[src/rtl/ndd_pkg.sv]
`timescale 1ns / 1ps
package ndd_pkg;

  // Store geometry and number format.
  localparam int MaxPoints = 16;
  localparam int FracBits  = 16;
  localparam int AddrW     = $clog2(MaxPoints);
  localparam int CountW    = $clog2(MaxPoints + 1);

  // Numerator bits of a divided difference: 33-bit magnitude shifted by FracBits.
  localparam int NumW = 33 + FracBits;
  localparam int DenW = 33;

  localparam logic [31:0] EvalReset = 32'(64'd13 << FracBits);
  localparam logic [31:0] One       = 32'(64'd1 << FracBits);

  // Result status codes.
  typedef enum logic [1:0] {
    ST_OK   = 2'd0,
    ST_DUP  = 2'd1,
    ST_SAT  = 2'd2,
    ST_OVER = 2'd3
  } status_t;

  // Divider request from the sequencer.
  typedef struct packed {
    logic            go;
    logic [NumW-1:0] num_mag;
    logic [DenW-1:0] den_mag;
    logic            neg;
  } div_req_t;

  // Divider response.
  typedef struct packed {
    logic        done;
    logic [31:0] quot;
    logic        sat;
  } div_rsp_t;

  // Saturate a 64-bit signed value to 32 bits.
  function automatic logic [32:0] sat32(input logic signed [63:0] v);
    logic [32:0] r;
    if (v > 64'sd2147483647) r = {1'b1, 32'h7fffffff};
    else if (v < -64'sd2147483648) r = {1'b1, 32'h80000000};
    else r = {1'b0, v[31:0]};
    return r;
  endfunction

endpackage

[src/rtl/ndd_div.sv]
`timescale 1ns / 1ps
module ndd_div (
  input  logic              clk,
  input  logic              rst,
  input  ndd_pkg::div_req_t req,
  output ndd_pkg::div_rsp_t rsp
);
  import ndd_pkg::*;

  localparam int StepW = $clog2(NumW + 1);

  logic [NumW-1:0]  quo;
  logic [DenW:0]    rem;
  logic [DenW-1:0]  den;
  logic             neg;
  logic [StepW-1:0] steps;
  logic             running;
  logic [DenW:0]    trial;
  logic             done;
  logic signed [63:0] sq;
  logic [32:0]      s;

  // One quotient bit per cycle, restoring.
  assign trial = {rem[DenW-1:0], quo[NumW-1]} - {1'b0, den};

  always_ff @(posedge clk) begin
    if (rst) begin
      running <= 1'b0;
      done    <= 1'b0;
    end else begin
      done <= 1'b0;
      if (req.go) begin
        running <= 1'b1;
        quo     <= req.num_mag;
        rem     <= '0;
        den     <= req.den_mag;
        neg     <= req.neg;
        steps   <= StepW'(NumW);
      end else if (running) begin
        if (trial[DenW]) begin
          rem <= {rem[DenW-1:0], quo[NumW-1]};
          quo <= {quo[NumW-2:0], 1'b0};
        end else begin
          rem <= trial;
          quo <= {quo[NumW-2:0], 1'b1};
        end
        steps <= steps - 1'b1;
        if (steps == StepW'(1)) begin
          running <= 1'b0;
          done    <= 1'b1;
        end
      end
    end
  end

  // Apply sign and saturate the finished quotient.
  always_comb begin
    if (|quo[NumW-1:40]) sq = neg ? -64'sd4294967296 : 64'sd4294967296;
    else sq = neg ? -$signed(64'(quo[39:0])) : $signed(64'(quo[39:0]));
    s = sat32(sq);
    rsp.done = done;
    rsp.quot = s[31:0];
    rsp.sat  = s[32];
  end

endmodule

[config.mk]
export PLATFORM = sky130hd
export DESIGN_NAME = ndd_div
export DESIGN_NICKNAME = d
export VERILOG_FILES = /design/src/rtl/ndd_pkg.sv /design/src/rtl/ndd_div.sv
export SDC_FILE = /design/constraint.sdc
export NUM_CORES = 1
export LEC_CHECK = 0
export ABC_AREA = 1
export BUFFER_PORTS_ARGS = -buffer_cell sky130_fd_sc_hd__buf_2
export CORE_ASPECT_RATIO = 1.5
export CORE_MARGIN = 2
export CORE_UTILIZATION = 55
export DETAILED_ROUTE_END_ITERATION = 10
export GPL_TIMING_DRIVEN = 0
export PLACE_DENSITY = 0.86
export SYNTH_ARGS = -nofsm -noshare
export SYNTH_HDL_FRONTEND = slang
export SYNTH_SLANG_ARGS = --single-unit
[constraint.sdc]
create_clock -name clk -period 9.9 [get_ports clk]
set_clock_uncertainty 0.2 [all_clocks]
set_input_delay 0.495 -clock clk [delete_from_list [all_inputs] [get_ports clk]]
set_output_delay 0.495 -clock clk [all_outputs]
set_load 0.02 [all_outputs]
==> metrics.txt <==
CP arrival 3240 ps; global-route wire length before repair 42.0 mm; CP Capture Type primary output; area of the mapped netlist roughly 0.009 mm²; P_sw 0.535 mW; clock net sink count roughly 120; Longest Clk Path Bufs 2; Initial DRT Pass Iterations 5; Gate Count Post-Synth 1217; FF-to-FF path depth 11; residual overflow from global routing 0; Ant. Diodes 0; Hold Vio Cnt, Final 0; Main synth FF type edfxtp_1; Pleak a little under 5 nW; Final period util 39.7%; initial antenna violation count 1; Finished Layout Cells 1575; Die Y 161 µm; Mapped Nets 1340; routed wire length per instance around 17 µm; post-route cell area 0.0105 mm²; clk slew on worst S/H paths 60 ps; Core Area 0.0161 mm²; Hold Crit Start req[20]; R2R Setup Slk 6690 ps; r2r endpoint rem[30]; Num CTS Buffers 17; top cell type by total area after synthesis edfxtp_1; All-Layer GR Usage 30.9%; post_cts resized 0; Final HPWL DP 20.5 mm; status finished, final reports clean; hold depth 1; io pins 120; Final ANT Viol Nets 0; number of synthesized flops with an enable pin 122; Setup Buffers After CTS 0; Syn. warnings 0; TNS Setup 0 ps; share of layout cells above drive strength 1 14.6%; hold crit path type in -> reg; setup-violating endpoint count in the final report 0; CP Max Fanout 10; Slew headroom 52.0%; Worst Path Required between 9000 and 10000 ps; Post-synth ARST share 0%; average size of a mapped cell around 7.4 µm²; final net count 1481; Layout area overhead 17.1%; clock power share 37.2%; Startpoint Class register; max incr delay on CP 370 ps; DP Cell Count 1545; crit path kind reg -> out; peak supply drop slightly below 100 µV; Fillers 1459; DP Area 0.00995 mm²; top-area cell type share of the netlist area between 40% and 50%; global placement routability congestion 0.975; Hold Buf Count CTS 0; vias in the first global route 9038; Unique masters post-synth 41; MaxCap Viol Count 0; CTS root buffer clkbuf_16; IO Port Bufs 118; Worst Max-Slew Pin Slew about 700 ps; DRC viols 0; Int Pwr roughly 1.2 mW; Hold Crit Endpoint den[19]; FMAX 0.254 GHz; Reg power frac between 30% and 40%; most frequent CP cell nand2_1; die width 108 µm; Initial Util 55.8%; Yosys reg bits around 120; Critical-path top delay cell edfxtp_1; register area share after synthesis 41.2%; Die Footprint 0.0174 mm²; buffers and inverters on the worst path 4; Crit path depth 17; largest net degree at the start of global routing 29; top-count cell post-synth nand2_1; TritonCTS clock tree built; Worst R2R Start quo[48]; Sw Share 31.0%; Iteration-0 DRC Markers 579; Critical Path, Cell by Cell clkinv_1 -> ha_1 -> nand2_1 -> nor2_4 -> nand2_1 -> nand2_2 -> nand2_1 -> inv_2 -> nand3_1 -> nor2_1 -> nand2_1 -> nor2_1 -> nand4_1 -> nand2_2 -> buf_6 -> nand2_1 -> buf_2; cell row count 57; vias 8746; final WL 26.4 mm; via/cell ratio 5.55; Power Dens Cells around 160 mW/mm²; Max Slew Vio Count 0; RSZ-0062 raised after global routing false; ranking of synthesized cells by area edfxtp_1 (41%), nand2_1 (12%), nor2_1 (7.8%); clock latency on the worst-skew pair 420 ps; crit path time final approximately 4000 ps; combinational share of power 24.7%; H-tree depth 4; delay-heaviest family, CP simple AND/OR/NAND/NOR gates; top post-synthesis cells by count nand2_1 (289), nor2_1 (188), inv_1 (144)
[cell families after synthesis]
logic type	synth area share, %
and+or+nand+nor	29.1
AOI/OAI and AO/OA	13.1
buffers and inverters	8.87
DFF	41.2
adders and majority gates	5.23
xor gates and xnor gates	2.53
[stage by stage]
step | total power [mW] | util [%] | setup WS [ps] | hold WS, ps
6_report | 1.72 | 65.4 | 5970 | 46.8
5_1_grt | 1.80 | 65.4 | 5860 | 37.4
4_1_cts | 1.72 | 65.4 | 6040 | 40.9
3_5_place_dp | 1.08 | 61.7 | 6490 | 304
3_3_place_gp | 1.07 | 61.1 | 1610 | 231
2_1_floorplan | 0.956 | - | 4030 | 222
[flip-flops by register name, summed over array words and instances, names as in the netlist]
name     cells
running      1
quo         49
done         1
steps        6
neg          1
den         33
rem         33
[final cells by class]
type | count | area [µm²] | area share [%]
inverters | 149 | 559 | 5.31
multi-input cells | 902 | 4510 | 42.8
plain buffers | 42 | 239 | 2.27
repair buffers | 122 | 678 | 6.44
clock buffers | 20 | 437 | 4.14
clock inverters | 10 | 149 | 1.41
flip-flops and latches | 124 | 3700 | 35.2
well taps | 206 | 258 | 2.45
[worst max-delay path by stage]
stage	start	to	slack [ps]
5_1_grt	quo[0]	rsp[8]	5860
4_1_cts	quo[1]	rsp[5]	6040
3_5_place_dp	quo[1]	rsp[5]	6490
6_report	quo[1]	rsp[10]	5970
3_3_place_gp	req[83]	quo[29]	1610
2_1_floorplan	req[83]	quo[0]	4030
[power groups by stage]
stage                     sequential, mW  combinational, mW  clock [mW]
after floorplan                    0.662              0.295           0
after global placement             0.670              0.403           0
after detailed placement           0.666              0.417           0
after CTS                          0.656              0.422       0.643
after global routing               0.660              0.473       0.665
final                              0.657              0.426       0.642
[layout by cell type, fill, tap and decap left out, types with 3 or more instances in the layout]
cell type  Yosys  layout
xor2_1        24      24
nor2_4         5       6
o21a_1         6       6
buf_12         0       3
a21oi_1       68      67
nand4_1       14      14
clkbuf_1      19      22
inv_2          4       4
o21bai_1       6       6
a31oi_1        5       5
buf_2         11     129
nor3_1        21      21
a21o_1         6       6
ha_1          36      36
nand3_2        6       6
or2_2          3       3
edfxtp_1     122     122
bufinv_16      0       4
nor2_2         5       5
o21ai_0      118     118
nand2_1      289     289
nor2_1       188     187
nand2_2        5       5
clkbuf_16      0      17
nand3_1       75      75
o21ai_1        4       4
clkinv_1       1       4
buf_6          8       8
inv_1        144     144
nand3b_1       3       3
[metal layers]
metal | part of all wire [%] | global-route usage, % | up-vias
li1 | - | - | 4309
met1 | 35 | 30.6 | 3978
met2 | 53 | 57.7 | 342
met3 | 5.3 | 5.84 | 115
met4 | 6.2 | 18.7 | 2
met5 | 0.045 | 0 | -
Power figures use the tool's default switching activity.
