## src/rtl/ndd_pkg.sv

```systemverilog
`timescale 1ns / 1ps
package ndd_pkg;

  // Store geometry and number format.
  localparam int MaxPoints = 16;
  localparam int FracBits  = 16;
  localparam int AddrW     = $clog2(MaxPoints);
  localparam int CountW    = $clog2(MaxPoints + 1);

  // Numerator bits of a divided difference: 33-bit magnitude shifted by FracBits.
  localparam int NumW = 33 + FracBits;
  localparam int DenW = 33;

  localparam logic [31:0] EvalReset = 32'(64'd13 << FracBits);
  localparam logic [31:0] One       = 32'(64'd1 << FracBits);

  // Result status codes.
  typedef enum logic [1:0] {
    ST_OK   = 2'd0,
    ST_DUP  = 2'd1,
    ST_SAT  = 2'd2,
    ST_OVER = 2'd3
  } status_t;

  // Divider request from the sequencer.
  typedef struct packed {
    logic            go;
    logic [NumW-1:0] num_mag;
    logic [DenW-1:0] den_mag;
    logic            neg;
  } div_req_t;

  // Divider response.
  typedef struct packed {
    logic        done;
    logic [31:0] quot;
    logic        sat;
  } div_rsp_t;

  // Saturate a 64-bit signed value to 32 bits.
  function automatic logic [32:0] sat32(input logic signed [63:0] v);
    logic [32:0] r;
    if (v > 64'sd2147483647) r = {1'b1, 32'h7fffffff};
    else if (v < -64'sd2147483648) r = {1'b1, 32'h80000000};
    else r = {1'b0, v[31:0]};
    return r;
  endfunction

endpackage

```

## src/rtl/ndd_mul.sv

```systemverilog
`timescale 1ns / 1ps
module ndd_mul (
  input  logic        clk,
  input  logic [31:0] a,
  input  logic [31:0] b,
  output logic [31:0] prod,
  output logic        sat
);
  import ndd_pkg::*;

  logic [31:0] ma, mb;
  logic        neg, neg_q;
  logic [63:0] mp;
  logic [63:0] sh;
  logic signed [63:0] r;
  logic [32:0] s;

  assign ma  = a[31] ? 32'(-a) : a;
  assign mb  = b[31] ? 32'(-b) : b;
  assign neg = a[31] ^ b[31];

  // Magnitude product registered before the scale and saturate.
  always_ff @(posedge clk) begin
    mp    <= 64'(ma) * 64'(mb);
    neg_q <= neg;
  end

  always_comb begin
    sh = mp >> FracBits;
    if (|sh[63:40]) r = neg_q ? -64'sd4294967296 : 64'sd4294967296;
    else r = neg_q ? -$signed(64'(sh[39:0])) : $signed(64'(sh[39:0]));
    s = sat32(r);
    prod = s[31:0];
    sat  = s[32];
  end

endmodule

```

## config.mk

```make
export PLATFORM = sky130hd
export DESIGN_NAME = ndd_mul
export DESIGN_NICKNAME = d
export VERILOG_FILES = /design/src/rtl/ndd_pkg.sv /design/src/rtl/ndd_mul.sv
export SDC_FILE = /design/constraint.sdc
export NUM_CORES = 2
export LEC_CHECK = 0
export BUFFER_PORTS_ARGS = -buffer_cell sky130_fd_sc_hd__buf_4
export CAP_MARGIN = 25
export CORE_MARGIN = 5
export CORE_UTILIZATION = 60
export CTS_CLUSTER_SIZE = 10
export DETAILED_ROUTE_END_ITERATION = 7
export PLACE_DENSITY = 0.78
export RECOVER_POWER = 50
export SLEW_MARGIN = 20
export SYNTH_ARGS = -nofsm -noshare
export SYNTH_HDL_FRONTEND = slang
export SYNTH_SLANG_ARGS = --single-unit
```

## constraint.sdc

```tcl
create_clock -name clk -period 25.2 [get_ports clk]
set_input_delay 2.52 -clock clk [delete_from_list [all_inputs] [get_ports clk]]
set_output_delay 2.52 -clock clk [all_outputs]
set_load 0.02 [all_outputs]
```

==> impl_metrics.xml <==
<?xml version="1.0" encoding="UTF-8"?>
<metrics>
  <group name="critical_path">
    <metric name="critical_path_required" unit="ns">25.39</metric>
    <metric name="critical_path.endpoint_type" unit="">register</metric>
    <metric name="crit_path_frequent_cell" unit="">sky130_fd_sc_hd__fa_1</metric>
    <metric name="startpoint_type" unit="">input port</metric>
    <metric name="timing.critical_path.fanout_max" unit="">22</metric>
    <metric name="worstSetupPathType" unit="">input port to register</metric>
    <metric name="maximum_single_stage_delay_on_the_critical_path" unit="ns">2.05</metric>
    <metric name="arrival_time_worst_endpoint" unit="ns">15.37</metric>
    <metric name="cell_at_the_slowest_stage_of_the_critical_path" unit="">sky130_fd_sc_hd__xor2_1</metric>
  </group>
  <group name="clock_tree">
    <metric name="cts_made_buffers" unit="">5</metric>
    <metric name="cts_resized" unit="">0</metric>
    <metric name="ctsHoldBuffers" unit="">0</metric>
    <metric name="clkSlewWorstSetupHoldPaths" unit="ns">0.07</metric>
    <metric name="clock_tree_from_tritoncts" unit="">built</metric>
    <metric name="cts-htree-levels" unit="">2</metric>
    <metric name="cts.repair_timing.setup_buffer_count" unit="">0</metric>
    <metric name="tritoncts_num_sinks" unit="">49</metric>
    <metric name="clock_path_buffers" unit="">2</metric>
    <metric name="cts.root.buffer_cell" unit="">sky130_fd_sc_hd__clkbuf_16</metric>
  </group>
  <group name="synth">
    <metric name="synth.yosys.seq_area_share" unit="">0.0278</metric>
    <metric name="synthesis.area_per_instance" unit="um2">8.70</metric>
    <metric name="mapped_area" unit="um2">35300</metric>
    <metric name="syn-num-nets" unit="">5277</metric>
    <metric name="synth-main-ff-cell" unit="">sky130_fd_sc_hd__dfxtp_1</metric>
    <metric name="async_reset_ff_frac" unit="">0</metric>
    <metric name="synth-edff-count" unit="">0</metric>
    <metric name="ys.warnings.count" unit="">0</metric>
    <metric name="ys_ff_latch" unit="">49</metric>
    <metric name="mapped_cells" unit="">4054</metric>
    <metric name="netlist-cell-type-count" unit="">69</metric>
  </group>
  <group name="timing">
    <metric name="grt_setup_unrepaired" unit="">false</metric>
    <metric name="min_period_over_period" unit="">0.602</metric>
    <metric name="hold_viol" unit="">0</metric>
    <metric name="final.min_clock_period" unit="ns">15.18</metric>
    <metric name="setup_viol" unit="">0</metric>
    <metric name="worst_slew_margin_rel" unit="">-0.812</metric>
    <metric name="tns" unit="ns">0</metric>
    <metric name="maxClockFrequency" unit="GHz">0.0659</metric>
    <metric name="timing.final.max_slew_violations" unit="">92</metric>
    <metric name="worst-slew-pin-transition" unit="ns">2.71</metric>
  </group>
  <group name="routing">
    <metric name="routedWlPerCell" unit="um">22.4</metric>
    <metric name="drt_wl_total" unit="mm">109</metric>
    <metric name="drt_pre_antenna_iters" unit="">8</metric>
    <metric name="detailedRoute.firstIterationViolations" unit="">2509</metric>
    <metric name="vias" unit="">28500</metric>
    <metric name="antenna_violating_nets_left" unit="">0</metric>
    <metric name="post_drt_via_cell_ratio" unit="">5.88</metric>
    <metric name="remaining_drc_errors" unit="">0</metric>
  </group>
  <group name="global_routing">
    <metric name="globalRouteMet2Util" unit="">0.546</metric>
    <metric name="groute.layer.met1.usage" unit="">0.418</metric>
    <metric name="grt_antenna_before_repair" unit="">2</metric>
    <metric name="grtUsageMet3" unit="">0.111</metric>
    <metric name="grt-ovfl-total" unit="">0</metric>
    <metric name="top_usage_layer" unit="">met2</metric>
    <metric name="first_pass_grt_wire_length" unit="mm">170</metric>
    <metric name="grt_util_all_layers" unit="">0.349</metric>
    <metric name="pin_count_of_the_biggest_net_entering_global_routing" unit="">46</metric>
    <metric name="vias_in_the_first_global_route" unit="">30600</metric>
  </group>
  <group name="floorplan">
    <metric name="die_w" unit="um">252</metric>
    <metric name="floorplan.initialDensity" unit="">0.609</metric>
    <metric name="total_i_o_pin_count" unit="">98</metric>
    <metric name="fp.coreArea" unit="um2">57900</metric>
    <metric name="placement_rows" unit="">88</metric>
    <metric name="floorplan.die.height" unit="um">252</metric>
    <metric name="fp.dieArea" unit="um2">63700</metric>
  </group>
  <group name="final_layout">
    <metric name="design.final.nets" unit="">5307</metric>
    <metric name="area_growth" unit="%">6.14</metric>
    <metric name="layout_cell_share_with_drive_strength_beyond_1" unit="">0.0595</metric>
  </group>
  <group name="job">
    <metric name="drv.max_cap_violation_count" unit="">4</metric>
  </group>
  <group name="placement">
    <metric name="gp_routability_congestion" unit="">0.974</metric>
    <metric name="place.port_buffers" unit="">97</metric>
    <metric name="dp_hpwl" unit="mm">86.2</metric>
  </group>
  <group name="status">
    <metric name="status" unit="">finished with violations</metric>
    <metric name="failed_checks" unit="">capacitance limit, slew limit</metric>
  </group>
  <group name="min_path">
    <metric name="timing.hold.worst_path_depth" unit="">2</metric>
    <metric name="hold_path_class" unit="">input port to register</metric>
  </group>
</metrics>
## per-stage QoR
step / worst slack (ns) / std cells / area (um2) / util / hold slack (ns)
3_3_place_gp: 12.20 / 4839 / 37400 / 0.646 / 3.14
2_1_floorplan: 12.77 / 4054 / 35300 / - / 3.04
5_1_grt: 9.58 / 4850 / 37400 / 0.646 / 2.83
3_5_place_dp: 11.97 / 4841 / 37400 / 0.646 / 3.14
6_report: 10.02 / 4852 / 37400 / 0.646 / 2.87
4_1_cts: 12.23 / 4849 / 37600 / 0.649 / 2.83
## layer usage
metal | wire length [um] | part of all wire | up-vias
met4 | 10100 | 0.093 | 2
met5 | 29 | 0.00027 | -
li1 | - | - | 12000
met3 | 14600 | 0.13 | 563
met2 | 48500 | 0.45 | 1821
met1 | 35300 | 0.33 | 14100
## worst max-delay path, delay by kind of cell
kind | cells | cell delay [ns]
AO/OA/AOI/OAI | 8 | 2.30
AND/OR/NAND/NOR | 5 | 1.46
XOR/XNOR | 2 | 2.20
buffers and inverters | 7 | 1.91
adder cells (fa/ha/maj) | 10 | 4.98
## final cells by class
| class | instances | area (um2) |
|---|---|---|
| flip-flops and latches | 49 | 981 |
| well taps | 765 | 957 |
| diodes | 2 | 5.00 |
| multi-input cells | 2906 | 30400 |
| repair buffers | 210 | 1460 |
| inverters | 912 | 3420 |
| clock buffers | 5 | 125 |
| clock inverters | 3 | 26.3 |
| fillers | 4931 | 20500 |
## path summary, 6_finish.rpt
check             start              to  slack [ns]
setup / recovery   a[0]  mp[57]$_DFF_P_       10.02
hold / removal    a[31]   neg_q$_DFF_P_        2.87
## layout by cell type (no fill, tap or decap), drive strengths merged, types with 14 or more instances in the layout
master  count
buf       175
a21o       36
nand3      15
nor2      582
or4        24
ha        263
xnor2      89
nand4      16
nand2     512
xor2      106
clkbuf     40
nor3       15
dfxtp      49
o21ai      88
inv       913
nand2b     18
o31ai      28
fa        895
nor4       14
a21oi      55
and2       21
## synthesized netlist by cell type (5+ instances only)
cell / count / area share
sky130_fd_sc_hd__inv_1: 912 / 0.097
sky130_fd_sc_hd__fa_1: 895 / 0.51
sky130_fd_sc_hd__nor2_1: 582 / 0.062
sky130_fd_sc_hd__nand2_1: 512 / 0.055
sky130_fd_sc_hd__ha_1: 263 / 0.093
sky130_fd_sc_hd__clkbuf_1: 164 / 0.017
sky130_fd_sc_hd__xor2_1: 104 / 0.026
sky130_fd_sc_hd__xnor2_1: 87 / 0.022
sky130_fd_sc_hd__o21ai_0: 84 / 0.012
sky130_fd_sc_hd__a21oi_1: 55 / 0.0078
sky130_fd_sc_hd__dfxtp_1: 49 / 0.028
sky130_fd_sc_hd__a21o_1: 36 / 0.0077
sky130_fd_sc_hd__o31ai_1: 26 / 0.0055
sky130_fd_sc_hd__and2_1: 21 / 0.0037
sky130_fd_sc_hd__or4_1: 21 / 0.0045
sky130_fd_sc_hd__nand2b_1: 18 / 0.0032
sky130_fd_sc_hd__nand4_1: 16 / 0.0028
sky130_fd_sc_hd__buf_2: 15 / 0.0021
sky130_fd_sc_hd__nand3_1: 15 / 0.0021
sky130_fd_sc_hd__nor3_1: 15 / 0.0021
sky130_fd_sc_hd__nor4_1: 14 / 0.0025
sky130_fd_sc_hd__or3_1: 13 / 0.0023
sky130_fd_sc_hd__o41ai_1: 11 / 0.0027
sky130_fd_sc_hd__a31oi_1: 9 / 0.0016
sky130_fd_sc_hd__and3_1: 9 / 0.0016
sky130_fd_sc_hd__o21bai_1: 9 / 0.0019
sky130_fd_sc_hd__a21boi_0: 6 / 0.0013
sky130_fd_sc_hd__o21a_1: 6 / 0.0013
sky130_fd_sc_hd__o31a_1: 5 / 0.0012
## cell families (layout without fill, tap and decap cells)
group / count (synthesis) / after routing / share of synthesized area
compound gates: 297 / 297 / 0.0569
xor+xnor: 195 / 195 / 0.0493
fa+ha+maj: 1158 / 1158 / 0.602
buf+inv: 1099 / 1130 / 0.118
flops: 49 / 49 / 0.0278
mux: 4 / 4 / 0.00114
other cells: 0 / 2 / 0
simple gates: 1252 / 1252 / 0.145
## flip-flops by register name, indices dropped and copies added (netlist names)
name / flops
mp: 48
neg_q: 1
Power is not shown: default switching activity piles up to over one toggle a cycle in this logic, so the estimate is an artifact.
